## config.mk

```make
export PLATFORM = sky130hd
export DESIGN_NAME = display_key_emulation_controller
export DESIGN_NICKNAME = d
export VERILOG_FILES = /design/src/design/dkec_pkg.sv /design/src/design/dkec_regs.sv /design/src/design/dkec_eval.sv /design/src/design/display_key_emulation_controller.sv
export SDC_FILE = /design/constraint.sdc
export NUM_CORES = 1
export LEC_CHECK = 0
export BUFFER_PORTS_ARGS = -buffer_cell sky130_fd_sc_hd__buf_2
export CELL_PAD_IN_SITES_DETAIL_PLACEMENT = 0
export CELL_PAD_IN_SITES_GLOBAL_PLACEMENT = 2
export CORE_ASPECT_RATIO = 1.75
export CORE_MARGIN = 5
export CORE_UTILIZATION = 39
export DETAILED_ROUTE_END_ITERATION = 6
export GPL_ROUTABILITY_DRIVEN = 0
export GPL_TIMING_DRIVEN = 0
export PLACE_DENSITY = 0.79
export SLEW_MARGIN = 20
export SYNTH_ARGS = -nofsm -noshare
export SYNTH_HDL_FRONTEND = slang
export SYNTH_SLANG_ARGS = --single-unit
```

## constraint.sdc

```tcl
create_clock -name i_clk -period 5.7 [get_ports i_clk]
set_input_delay 1.14 -clock i_clk [delete_from_list [all_inputs] [get_ports i_clk]]
set_output_delay 1.14 -clock i_clk [all_outputs]
set_load 0.01 [all_outputs]
```

## src/design/dkec_pkg.sv

```systemverilog
// ----------------------------------------------------------------------------
// dkec_pkg
// Shared types and constants of the display key emulation controller.
// ----------------------------------------------------------------------------
package dkec_pkg;

    // Fixed widths
    localparam int LEVEL_W    = 12;
    localparam int TICK_W     = 32;
    localparam int APB_ADDR_W = 5;
    localparam int APB_DATA_W = 32;

    // Timing windows, in ticks
    localparam logic [TICK_W-1:0] HOLDOFF_TICKS     = 32'd75;
    localparam logic [TICK_W-1:0] MENU_WINDOW_TICKS = 32'd200;

    // Result queue: one poll yields up to two results
    localparam int MAX_RESULTS = 2;
    localparam int FIFO_DEPTH  = 4;
    localparam int FIFO_PTR_W  = 2;
    localparam int FIFO_CNT_W  = 3;

    // Register indexes (byte address = 4 * index)
    localparam logic [2:0] REG_MAX_LEVEL    = 3'd0;
    localparam logic [2:0] REG_IDLE_LEVEL   = 3'd1;
    localparam logic [2:0] REG_POWER_LEVEL  = 3'd2;
    localparam logic [2:0] REG_SWITCH_LEVEL = 3'd3;
    localparam logic [2:0] REG_MENU_LEVEL   = 3'd4;
    localparam logic [2:0] REG_INC_LEVEL    = 3'd5;
    localparam logic [2:0] REG_DEC_LEVEL    = 3'd6;

    // Selected display input
    localparam logic [1:0] INPUT_VGA = 2'd0;
    localparam logic [1:0] INPUT_AV1 = 2'd1;
    localparam logic [1:0] INPUT_AV2 = 2'd2;

    typedef enum logic [1:0] {
        ACT_PULSE = 2'd0,
        ACT_ON    = 2'd1,
        ACT_OFF   = 2'd2,
        ACT_RESET = 2'd3
    } t_action;

    typedef struct packed {
        logic [TICK_W-1:0] now_tick;
        logic              disp_released;
        logic              disp_long;
        logic              info_released;
        logic              info_long;
        logic              menu_held;
        logic              select_held;
        logic signed [7:0] encoder_step;
    } t_in_item;

    typedef struct packed {
        t_action            action;
        logic [LEVEL_W-1:0] dac_level;
        logic               power_state;
        logic [1:0]         input_state;
        logic               last;
    } t_out_item;

    typedef struct packed {
        logic [LEVEL_W-1:0] max_level;
        logic [LEVEL_W-1:0] idle_level;
        logic [LEVEL_W-1:0] power_key_level;
        logic [LEVEL_W-1:0] switch_key_level;
        logic [LEVEL_W-1:0] menu_key_level;
        logic [LEVEL_W-1:0] inc_key_level;
        logic [LEVEL_W-1:0] dec_key_level;
    } t_cfg;

    // Limit a level to the configured maximum
    function automatic logic [LEVEL_W-1:0] clamp_level(
        input logic [LEVEL_W-1:0] v,
        input logic [LEVEL_W-1:0] m
    );
        return (v > m) ? m : v;
    endfunction

endpackage

```

## src/design/dkec_regs.sv

```systemverilog
// ----------------------------------------------------------------------------
// dkec_regs
// APB-style register file holding the DAC levels.
// ----------------------------------------------------------------------------
module dkec_regs
    import dkec_pkg::*;
(
    input  logic                  i_clk,
    input  logic                  i_rst_n,
    input  logic                  psel,
    input  logic                  penable,
    input  logic                  pwrite,
    input  logic [APB_ADDR_W-1:0] paddr,
    input  logic [APB_DATA_W-1:0] pwdata,
    output logic [APB_DATA_W-1:0] prdata,
    output logic                  pready,
    output t_cfg                  o_cfg
);

    t_cfg       r_cfg;
    logic [2:0] w_index;
    logic       w_write;

    assign pready  = 1'b1;
    assign w_index = paddr[4:2];
    assign w_write = psel & penable & pwrite;

    // Register writes; indexes past the list are dropped
    always_ff @(posedge i_clk) begin
        if (!i_rst_n) begin
            r_cfg.max_level        <= {LEVEL_W{1'b1}};
            r_cfg.idle_level       <= '0;
            r_cfg.power_key_level  <= '0;
            r_cfg.switch_key_level <= '0;
            r_cfg.menu_key_level   <= '0;
            r_cfg.inc_key_level    <= '0;
            r_cfg.dec_key_level    <= '0;
        end else if (w_write) begin
            case (w_index)
                REG_MAX_LEVEL:    r_cfg.max_level        <= pwdata[LEVEL_W-1:0];
                REG_IDLE_LEVEL:   r_cfg.idle_level       <= pwdata[LEVEL_W-1:0];
                REG_POWER_LEVEL:  r_cfg.power_key_level  <= pwdata[LEVEL_W-1:0];
                REG_SWITCH_LEVEL: r_cfg.switch_key_level <= pwdata[LEVEL_W-1:0];
                REG_MENU_LEVEL:   r_cfg.menu_key_level   <= pwdata[LEVEL_W-1:0];
                REG_INC_LEVEL:    r_cfg.inc_key_level    <= pwdata[LEVEL_W-1:0];
                REG_DEC_LEVEL:    r_cfg.dec_key_level    <= pwdata[LEVEL_W-1:0];
                default: ;
            endcase
        end
    end

    // Read mux
    always_comb begin
        prdata = '0;
        case (w_index)
            REG_MAX_LEVEL:    prdata[LEVEL_W-1:0] = r_cfg.max_level;
            REG_IDLE_LEVEL:   prdata[LEVEL_W-1:0] = r_cfg.idle_level;
            REG_POWER_LEVEL:  prdata[LEVEL_W-1:0] = r_cfg.power_key_level;
            REG_SWITCH_LEVEL: prdata[LEVEL_W-1:0] = r_cfg.switch_key_level;
            REG_MENU_LEVEL:   prdata[LEVEL_W-1:0] = r_cfg.menu_key_level;
            REG_INC_LEVEL:    prdata[LEVEL_W-1:0] = r_cfg.inc_key_level;
            REG_DEC_LEVEL:    prdata[LEVEL_W-1:0] = r_cfg.dec_key_level;
            default:          prdata = '0;
        endcase
    end

    assign o_cfg = r_cfg;

endmodule

```

## src/design/dkec_eval.sv

```systemverilog
// ----------------------------------------------------------------------------
// dkec_eval
// Poll evaluation: deadlines, power and input state, and up to two results.
// ----------------------------------------------------------------------------
module dkec_eval
    import dkec_pkg::*;
(
    input  logic      i_clk,
    input  logic      i_rst_n,
    input  logic      i_fire,
    input  t_in_item  i_item,
    input  t_cfg      i_cfg,
    output t_out_item o_res0,
    output t_out_item o_res1,
    output logic [1:0] o_count
);

    logic [TICK_W-1:0] r_menu_dl, n_menu_dl;
    logic [TICK_W-1:0] r_hold_dl, n_hold_dl;
    logic              r_ignore,  n_ignore;
    logic              r_power,   n_power;
    logic [1:0]        r_input,   n_input;

    logic      w_menu_act;
    logic      w_hold_act;
    logic      w_enc_neg;
    logic      w_enc_pos;
    logic      w_v0, w_v1;
    t_out_item w_c0, w_c1;
    logic [1:0] w_next_input;

    assign w_menu_act = i_item.now_tick < r_menu_dl;
    assign w_hold_act = i_item.now_tick < r_hold_dl;
    assign w_enc_neg  = i_item.encoder_step[7];
    assign w_enc_pos  = (i_item.encoder_step != 8'sd0) && !i_item.encoder_step[7];

    // Input advance, modulo 3
    always_comb begin
        case (r_input)
            INPUT_VGA: w_next_input = INPUT_AV1;
            INPUT_AV1: w_next_input = INPUT_AV2;
            INPUT_AV2: w_next_input = INPUT_VGA;
            default:   w_next_input = INPUT_AV1;
        endcase
    end

    // Decision logic; c0 is the early slot, c1 the late one
    always_comb begin
        n_menu_dl = r_menu_dl;
        n_hold_dl = r_hold_dl;
        n_ignore  = r_ignore;
        n_power   = r_power;
        n_input   = r_input;
        w_v0      = 1'b0;
        w_v1      = 1'b0;
        w_c0      = '0;
        w_c1      = '0;
        w_c0.action = ACT_PULSE;
        w_c1.action = ACT_PULSE;

        if (w_menu_act) begin
            // menu navigation
            if (i_item.disp_released) begin
                w_v0 = 1'b1;
                w_c0.dac_level = clamp_level(i_cfg.menu_key_level, i_cfg.max_level);
            end else if (i_item.info_released) begin
                w_v0 = 1'b1;
                w_c0.dac_level = clamp_level(i_cfg.switch_key_level, i_cfg.max_level);
            end
            if (w_enc_neg) begin
                w_v1 = 1'b1;
                w_c1.dac_level = clamp_level(i_cfg.dec_key_level, i_cfg.max_level);
            end else if (w_enc_pos) begin
                w_v1 = 1'b1;
                w_c1.dac_level = clamp_level(i_cfg.inc_key_level, i_cfg.max_level);
            end
            if (w_v0 || w_v1) begin
                n_menu_dl = i_item.now_tick + MENU_WINDOW_TICKS;
            end
        end else if (i_item.disp_released && i_item.menu_held) begin
            // menu entry
            w_v0 = 1'b1;
            w_c0.dac_level = clamp_level(i_cfg.menu_key_level, i_cfg.max_level);
            n_menu_dl = i_item.now_tick + MENU_WINDOW_TICKS;
        end else if (!w_hold_act) begin
            // power key pulse comes first and keeps the old state
            if (i_item.info_long) begin
                w_v0 = 1'b1;
                w_c0.dac_level = clamp_level(i_cfg.power_key_level, i_cfg.max_level);
                n_hold_dl = i_item.now_tick + HOLDOFF_TICKS;
            end
            if (i_item.disp_long && !r_ignore) begin
                n_ignore = 1'b1;
                if (i_item.menu_held && i_item.select_held) begin
                    n_power     = 1'b1;
                    n_input     = INPUT_VGA;
                    w_v1        = 1'b1;
                    w_c1.action = ACT_RESET;
                end else if (r_power) begin
                    n_power     = 1'b0;
                    w_v1        = 1'b1;
                    w_c1.action = ACT_OFF;
                end
            end else if (i_item.disp_released) begin
                if (r_ignore) begin
                    n_ignore = 1'b0;
                end else begin
                    w_v1 = 1'b1;
                    if (!r_power) begin
                        n_power        = 1'b1;
                        w_c1.action    = ACT_ON;
                        w_c1.dac_level = clamp_level(i_cfg.idle_level, i_cfg.max_level);
                    end else begin
                        n_input        = w_next_input;
                        w_c1.dac_level = clamp_level(i_cfg.switch_key_level,
                                                     i_cfg.max_level);
                    end
                    n_hold_dl = i_item.now_tick + HOLDOFF_TICKS;
                end
            end
        end

        w_c0.power_state = r_power;
        w_c0.input_state = r_input;
        w_c1.power_state = n_power;
        w_c1.input_state = n_input;
    end

    // Pack valid slots to the front and mark the final one
    always_comb begin
        o_res0      = w_v0 ? w_c0 : w_c1;
        o_res0.last = !(w_v0 && w_v1);
        o_res1      = w_c1;
        o_res1.last = 1'b1;
        o_count     = {1'b0, w_v0} + {1'b0, w_v1};
    end

    // State registers
    always_ff @(posedge i_clk) begin
        if (!i_rst_n) begin
            r_menu_dl <= '0;
            r_hold_dl <= '0;
            r_ignore  <= 1'b0;
            r_power   <= 1'b1;
            r_input   <= INPUT_VGA;
        end else if (i_fire) begin
            r_menu_dl <= n_menu_dl;
            r_hold_dl <= n_hold_dl;
            r_ignore  <= n_ignore;
            r_power   <= n_power;
            r_input   <= n_input;
        end
    end

    a_input_range: assert property (@(posedge i_clk) disable iff (!i_rst_n)
        r_input != 2'd3)
        else $error("input selection out of range");

    a_off_clears_power: assert property (@(posedge i_clk) disable iff (!i_rst_n)
        (i_fire && o_count != 2'd0 && o_res1.action == ACT_OFF && w_v1) |=> !r_power)
        else $error("power off result without power state update");

endmodule

```

## src/design/display_key_emulation_controller.sv

```systemverilog
// ----------------------------------------------------------------------------
// display_key_emulation_controller
// Turns button polls into display key pulses and power actions.
//
//  channel | direction | handshake               | payload
//  --------+-----------+-------------------------+----------------------
//  poll    | in        | i_in_valid / o_in_stall | i_in_data  (t_in_item)
//  action  | out       | o_out_valid / i_out_stall | o_out_data (t_out_item)
//  config  | in        | psel/penable/pwrite     | paddr, pwdata, prdata
//
// A poll is held in the input register and is evaluated once the four-entry
// result queue has room for two results. Sustained rate is one poll per
// cycle for zero or one result while the output is not stalled; polls that
// give two results are slowed by the single output port of the queue.
// Reset is synchronous active low; no clearing pass is needed.
// A stalled output fills the queue and then backs up to o_in_stall.
// ----------------------------------------------------------------------------
module display_key_emulation_controller
    import dkec_pkg::*;
(
    input  logic                  i_clk,
    input  logic                  i_rst_n,
    input  logic                  i_in_valid,
    output logic                  o_in_stall,
    input  t_in_item              i_in_data,
    output logic                  o_out_valid,
    input  logic                  i_out_stall,
    output t_out_item             o_out_data,
    input  logic                  psel,
    input  logic                  penable,
    input  logic                  pwrite,
    input  logic [APB_ADDR_W-1:0] paddr,
    input  logic [APB_DATA_W-1:0] pwdata,
    output logic [APB_DATA_W-1:0] prdata,
    output logic                  pready
);

    t_cfg      w_cfg;
    t_in_item  r_in;
    logic      r_in_valid, n_in_valid;
    logic      w_accept;
    logic      w_fire;
    logic      w_pop;
    t_out_item w_res0, w_res1;
    logic [1:0] w_count;

    t_out_item              r_fifo [FIFO_DEPTH];
    logic [FIFO_PTR_W-1:0]  r_wr, n_wr;
    logic [FIFO_PTR_W-1:0]  r_rd, n_rd;
    logic [FIFO_CNT_W-1:0]  r_count, n_count;
    logic [FIFO_CNT_W-1:0]  w_level;
    logic [FIFO_PTR_W-1:0]  w_wr1;

    dkec_regs u_regs (
        .i_clk   (i_clk),
        .i_rst_n (i_rst_n),
        .psel    (psel),
        .penable (penable),
        .pwrite  (pwrite),
        .paddr   (paddr),
        .pwdata  (pwdata),
        .prdata  (prdata),
        .pready  (pready),
        .o_cfg   (w_cfg)
    );

    dkec_eval u_eval (
        .i_clk   (i_clk),
        .i_rst_n (i_rst_n),
        .i_fire  (w_fire),
        .i_item  (r_in),
        .i_cfg   (w_cfg),
        .o_res0  (w_res0),
        .o_res1  (w_res1),
        .o_count (w_count)
    );

    // Handshake: evaluate when the queue can take a full result pair
    assign w_pop      = o_out_valid && !i_out_stall;
    assign w_level    = r_count - {{(FIFO_CNT_W-1){1'b0}}, w_pop};
    assign w_fire     = r_in_valid &&
                        (w_level <= FIFO_CNT_W'(FIFO_DEPTH - MAX_RESULTS));
    assign o_in_stall = r_in_valid && !w_fire;
    assign w_accept   = i_in_valid && !o_in_stall;
    assign n_in_valid = w_accept || (r_in_valid && !w_fire);

    // Input register
    always_ff @(posedge i_clk) begin
        if (!i_rst_n) begin
            r_in_valid <= 1'b0;
        end else begin
            r_in_valid <= n_in_valid;
        end
    end

    always_ff @(posedge i_clk) begin
        if (w_accept) begin
            r_in <= i_in_data;
        end
    end

    // Result queue pointers
    assign w_wr1 = r_wr + 1'b1;

    always_comb begin
        n_wr    = r_wr;
        n_rd    = r_rd;
        n_count = r_count;
        if (w_fire) begin
            n_wr    = r_wr + w_count;
            n_count = r_count + {{(FIFO_CNT_W-2){1'b0}}, w_count};
        end
        if (w_pop) begin
            n_rd    = r_rd + 1'b1;
            n_count = n_count - 1'b1;
        end
    end

    always_ff @(posedge i_clk) begin
        if (!i_rst_n) begin
            r_wr    <= '0;
            r_rd    <= '0;
            r_count <= '0;
        end else begin
            r_wr    <= n_wr;
            r_rd    <= n_rd;
            r_count <= n_count;
        end
    end

    // Result queue storage
    always_ff @(posedge i_clk) begin
        if (w_fire && w_count != 2'd0) begin
            r_fifo[r_wr] <= w_res0;
        end
        if (w_fire && w_count == 2'd2) begin
            r_fifo[w_wr1] <= w_res1;
        end
    end

    assign o_out_valid = (r_count != '0);
    assign o_out_data  = r_fifo[r_rd];

    a_count_bound: assert property (@(posedge i_clk) disable iff (!i_rst_n)
        r_count <= FIFO_CNT_W'(FIFO_DEPTH))
        else $error("result queue count past depth");

    a_no_overflow: assert property (@(posedge i_clk) disable iff (!i_rst_n)
        w_fire |=> (r_count <= FIFO_CNT_W'(FIFO_DEPTH)) && (r_count >= $past(w_level)))
        else $error("result queue overrun");

    a_off_result: assert property (@(posedge i_clk) disable iff (!i_rst_n)
        (o_out_valid && o_out_data.action == ACT_OFF) |-> !o_out_data.power_state)
        else $error("power off result with power state set");

endmodule
```

==> flow_summary.json <==
{
  "syn-mean-instance-area_um2": 9.437,
  "hold_path_depth": 2,
  "crit_path_top_delay_cell": "sky130_fd_sc_hd__nor4_2",
  "path_cells": "ha_1 -> nand4_1 -> nor4_2 -> o311ai_0 -> a22oi_2 -> clkbuf_1 -> a22o_1 -> ha_1 -> inv_1 -> fa_1 -> nor2_1 -> a21oi_1 -> ha_1 -> nand2_1 -> xnor2_1 -> xnor2_1 -> nor2_1",
  "total_routing_resource_utilization_after_global_routing_pct": 24.37,
  "synth.yosys.warnings": 0,
  "cts_sinks": 280,
  "overall_die_area_mm2": 0.04838,
  "synth_cells": 1815,
  "netlist.area_leader.share_pct": 19.99,
  "clock_power_share_pct": 31.9,
  "critical_path_source_type": "register",
  "postLayoutSetupSlackWorst_ns": 0.5818,
  "hold_class": "register to register",
  "worst_hold_path.endpoint": "u_eval.r_hold_dl[0]",
  "setup.worst_path.class": "register to register",
  "power.share.sequential_pct": 39.8,
  "portBuffers": 96,
  "synth_top_flop_cell": "sky130_fd_sc_hd__dfxtp_1",
  "detail_route.iter0.violations": 874,
  "cts_root_buf": "sky130_fd_sc_hd__clkbuf_16",
  "core-area_mm2": 0.04347,
  "regToRegStartpoint": "r_in[44]",
  "leakagePower_nw": 7.064,
  "netlist.top_cell.by_area": "sky130_fd_sc_hd__edfxtp_1",
  "final-max-slew-violation-count": 0,
  "worst_slew_margin_rel_pct": 26.36,
  "numPlacedInstances": 2498,
  "fill_cells": 4343,
  "worst-r2r-setup-slack_ns": 0.58,
  "routed_wirelength_um": 60160,
  "finalNetCount": 2202,
  "io_pins": 143,
  "cts_hold_buf": 0,
  "combinational_cell_fraction_of_total_power_pct": 28.3,
  "yosys-top-cells-area": "sky130_fd_sc_hd__edfxtp_1 (20%), sky130_fd_sc_hd__dfxtp_1 (19%), sky130_fd_sc_hd__ha_1 (11%)",
  "stdcell_area_mm2": 0.01944,
  "post-place-ws_ns": -0.09960,
  "vias": 14628,
  "period_share_pct": 89.79,
  "syn_to_final_growth_pct": 13.51,
  "hold_viol_final": 0,
  "routed_wire_length_per_instance_um": 23.56,
  "min_period_ns": 5.118,
  "clock-skew-final_ns": 0.01549,
  "power_switching_w": 0.002082,
  "cpPeakStageDelay_ns": 0.64,
  "grt_pass1_wl_um": 90000,
  "max_slew.worst_pin.slew_ns": 1.077,
  "pwr_density_cell_mw_per_mm2": 320.0,
  "die_y_um": 287.2,
  "clkSlewWorstSetupHoldPaths_ns": 0.06,
  "cts.path.max_buffers": 3,
  "antenna_violations_before_repair": 6,
  "grt_pass1_vias": 14989,
  "grt_start_max_net_pins": 26,
  "grt_overflow": 0,
  "worst_ep_required_time_ns": 6.14,
  "setup_viol": 0,
  "synth-edff-count": 114,
  "async_flop_share_pct": 0,
  "grt_setup_unrepaired": "no",
  "cap_violations": 0,
  "firstDrtPassIters": 7,
  "status": "finished with violations",
  "sw_frac_of_total_pct": 33.46,
  "cts_tree": "built",
  "synth-seq-area-share_pct": 39.39,
  "crit_path_max_fanout": 10,
  "mappedNetlistArea_mm2": 0.01713,
  "drt.antenna.violating_nets": 0,
  "place_area_mm2": 0.01843,
  "crit_arrival_ns": 5.55,
  "layout_cell_share_with_drive_strength_beyond_1_pct": 12.13,
  "timing.fmax_ghz": 0.1954,
  "worst_reg2reg_path_endpoint": "r_count[2]",
  "reg2regPathDepth": 17,
  "holdCritStartpoint": "u_eval.r_hold_dl[0]",
  "cellInternalPower_w": 0.004141,
  "placementRows": 101,
  "post_synth_cell_types": 76,
  "initial_utilization_pct": 39.40,
  "timing.critical_path.to_type": "register",
  "route.detailed.vias_per_inst": 5.727,
  "drcViolationCount": 1,
  "ir_worst_vdd_v": 0.0002789,
  "finish.utilization_pct": 44.73,
  "cts_inserted_buffers": 29,
  "htree_num_levels": 1,
  "detailedPlacementHpwl_um": 48560,
  "post_route_insts_no_fill": 2554,
  "postSynthRegisterBits": 280,
  "worst_skew_pair.late_latency_ns": 0.58,
  "violations": "DRC",
  "floorplan.die.width_um": 168.4,
  "critPathMostFrequentCell": "sky130_fd_sc_hd__ha_1"
}
[worst max-delay path, delay by kind of cell, from the launching register on]
kind	cells	cell delay, ns
buffers and inverters	2	0.49
AO/OA/AOI/OAI	4	1.17
XOR/XNOR	2	0.32
adder cells (fa/ha/maj)	4	1.40
flip-flops	1	0.52
AND/OR/NAND/NOR	5	1.07
[worst max-delay path by stage]
stage                               end  depth (start not counted)  slack (ns)         from
final                        r_count[2]                         17        0.58     r_in[44]
after global routing         r_count[2]                         17        0.19     r_in[44]
after CTS                 r_fifo[1][15]                         11        0.22     r_in[44]
after detailed placement   r_fifo[1][9]                         11        -0.1     r_in[44]
after global placement     r_fifo[1][9]                         10       -1.02     r_in[44]
after floorplan                 r_in[0]                          8        1.01  i_out_stall
[cell type report]
type / count / area, µm² / area share, %
inverters: 113 / 424.2 / 2.181
well taps: 566 / 708.2 / 3.642
plain buffers: 127 / 616.8 / 3.172
repair buffers: 100 / 520.5 / 2.677
flip-flops and latches: 280 / 6746 / 34.70
multi-input cells: 1314 / 9454 / 48.62
diodes: 2 / 5.005 / 0.02574
clock buffers: 32 / 737.0 / 3.790
clock inverters: 20 / 231.5 / 1.190
[cell usage in the layout (no fill, tap or decap), types with 70 or more instances in the layout]
cell and instances:
sky130_fd_sc_hd__a211oi_1 70, sky130_fd_sc_hd__a21oi_1 100, sky130_fd_sc_hd__buf_2 113, sky130_fd_sc_hd__clkbuf_1 80, sky130_fd_sc_hd__dfxtp_1 166, sky130_fd_sc_hd__edfxtp_1 114
sky130_fd_sc_hd__ha_1 146, sky130_fd_sc_hd__inv_1 110, sky130_fd_sc_hd__mux2i_1 70, sky130_fd_sc_hd__nand2_1 160, sky130_fd_sc_hd__nor2_1 182
[stage by stage]
stage	setup TNS, ns	power (W)	hold WS, ns
after floorplan	0	0.003710	0.4305
after global placement	-46.24	0.004247	0.4626
after detailed placement	-1.862	0.004287	0.4666
after CTS	0	0.006283	0.4828
after global routing	0	0.006577	0.5097
final	0	0.006223	0.4859
[cell families (layout without fill, tap and decap cells)]
| group | after synthesis | after routing | synth area share (%) |
|---|---|---|---|
| fa+ha+maj | 147 | 147 | 10.78 |
| flops | 280 | 280 | 39.39 |
| xor+xnor | 61 | 61 | 3.119 |
| simple gates | 517 | 517 | 13.75 |
| mux | 97 | 97 | 7.312 |
| buf+inv | 240 | 392 | 6.077 |
| other cells | 2 | 23 | 0.04384 |
| compound gates | 471 | 471 | 19.53 |
[cells in the mapped netlist, drive strengths merged (7+ instances only)]
cell type  number
ha            146
nand2         161
nand2b          8
mux2i          70
a21o           19
a221oi         14
nor4           11
mux4           22
a21oi         101
a22oi           8
nand4          38
o21a            8
inv           111
edfxtp        114
clkbuf         77
o2bb2ai        17
a31oi           9
xor2           22
xnor2          39
nor3           23
nor2          182
o211ai         31
a211oi         70
o22ai          51
o21ai          52
buf            50
a222oi         12
and2           11
a221o           7
or2             7
nand3          32
dfxtp         166
o221ai         14
a22o           15
nor2b          22
and3            8
a211o          14
[sequential cells by signal, indices dropped and copies added (netlist names), named ones only]
register / count
u_regs.o_cfg: 84
r_fifo: 72
r_in: 46
u_eval.r_hold_dl: 32
u_eval.r_menu_dl: 32
r_count: 3
r_rd: 2
r_wr: 2
u_eval.r_input: 2
r_in_valid: 1
u_eval.r_ignore: 1
u_eval.r_power: 1
[timing repair]
item / in CTS / in global routing
setup buffers: 0 / 2
pin swaps: 0 / 1
endpoints found under the hold margin: 0 / 0
resized for setup: 1 / 1
setup endpoints to repair: 36 / 4
[power by group through the flow]
stage                     clock network, W  logic, W  registers [W]
after CTS                          0.00203   0.00177        0.00248
after floorplan                          0   0.00124        0.00247
after detailed placement                 0   0.00177        0.00252
after global placement                   0   0.00173        0.00252
after global routing               0.00211   0.00197        0.00250
final                              0.00199   0.00176        0.00247
[per-layer routing]
layer	wire length (µm)	part of all wire [%]	track usage, %	up-vias
met3	2851	4.7	3.220	194
met4	4865	8.1	16.69	6
met2	32490	54	47.01	502
met5	41	0.068	0	-
met1	19910	33	23.50	6928
li1	-	-	-	6998
(Power assumes the default switching activity.)
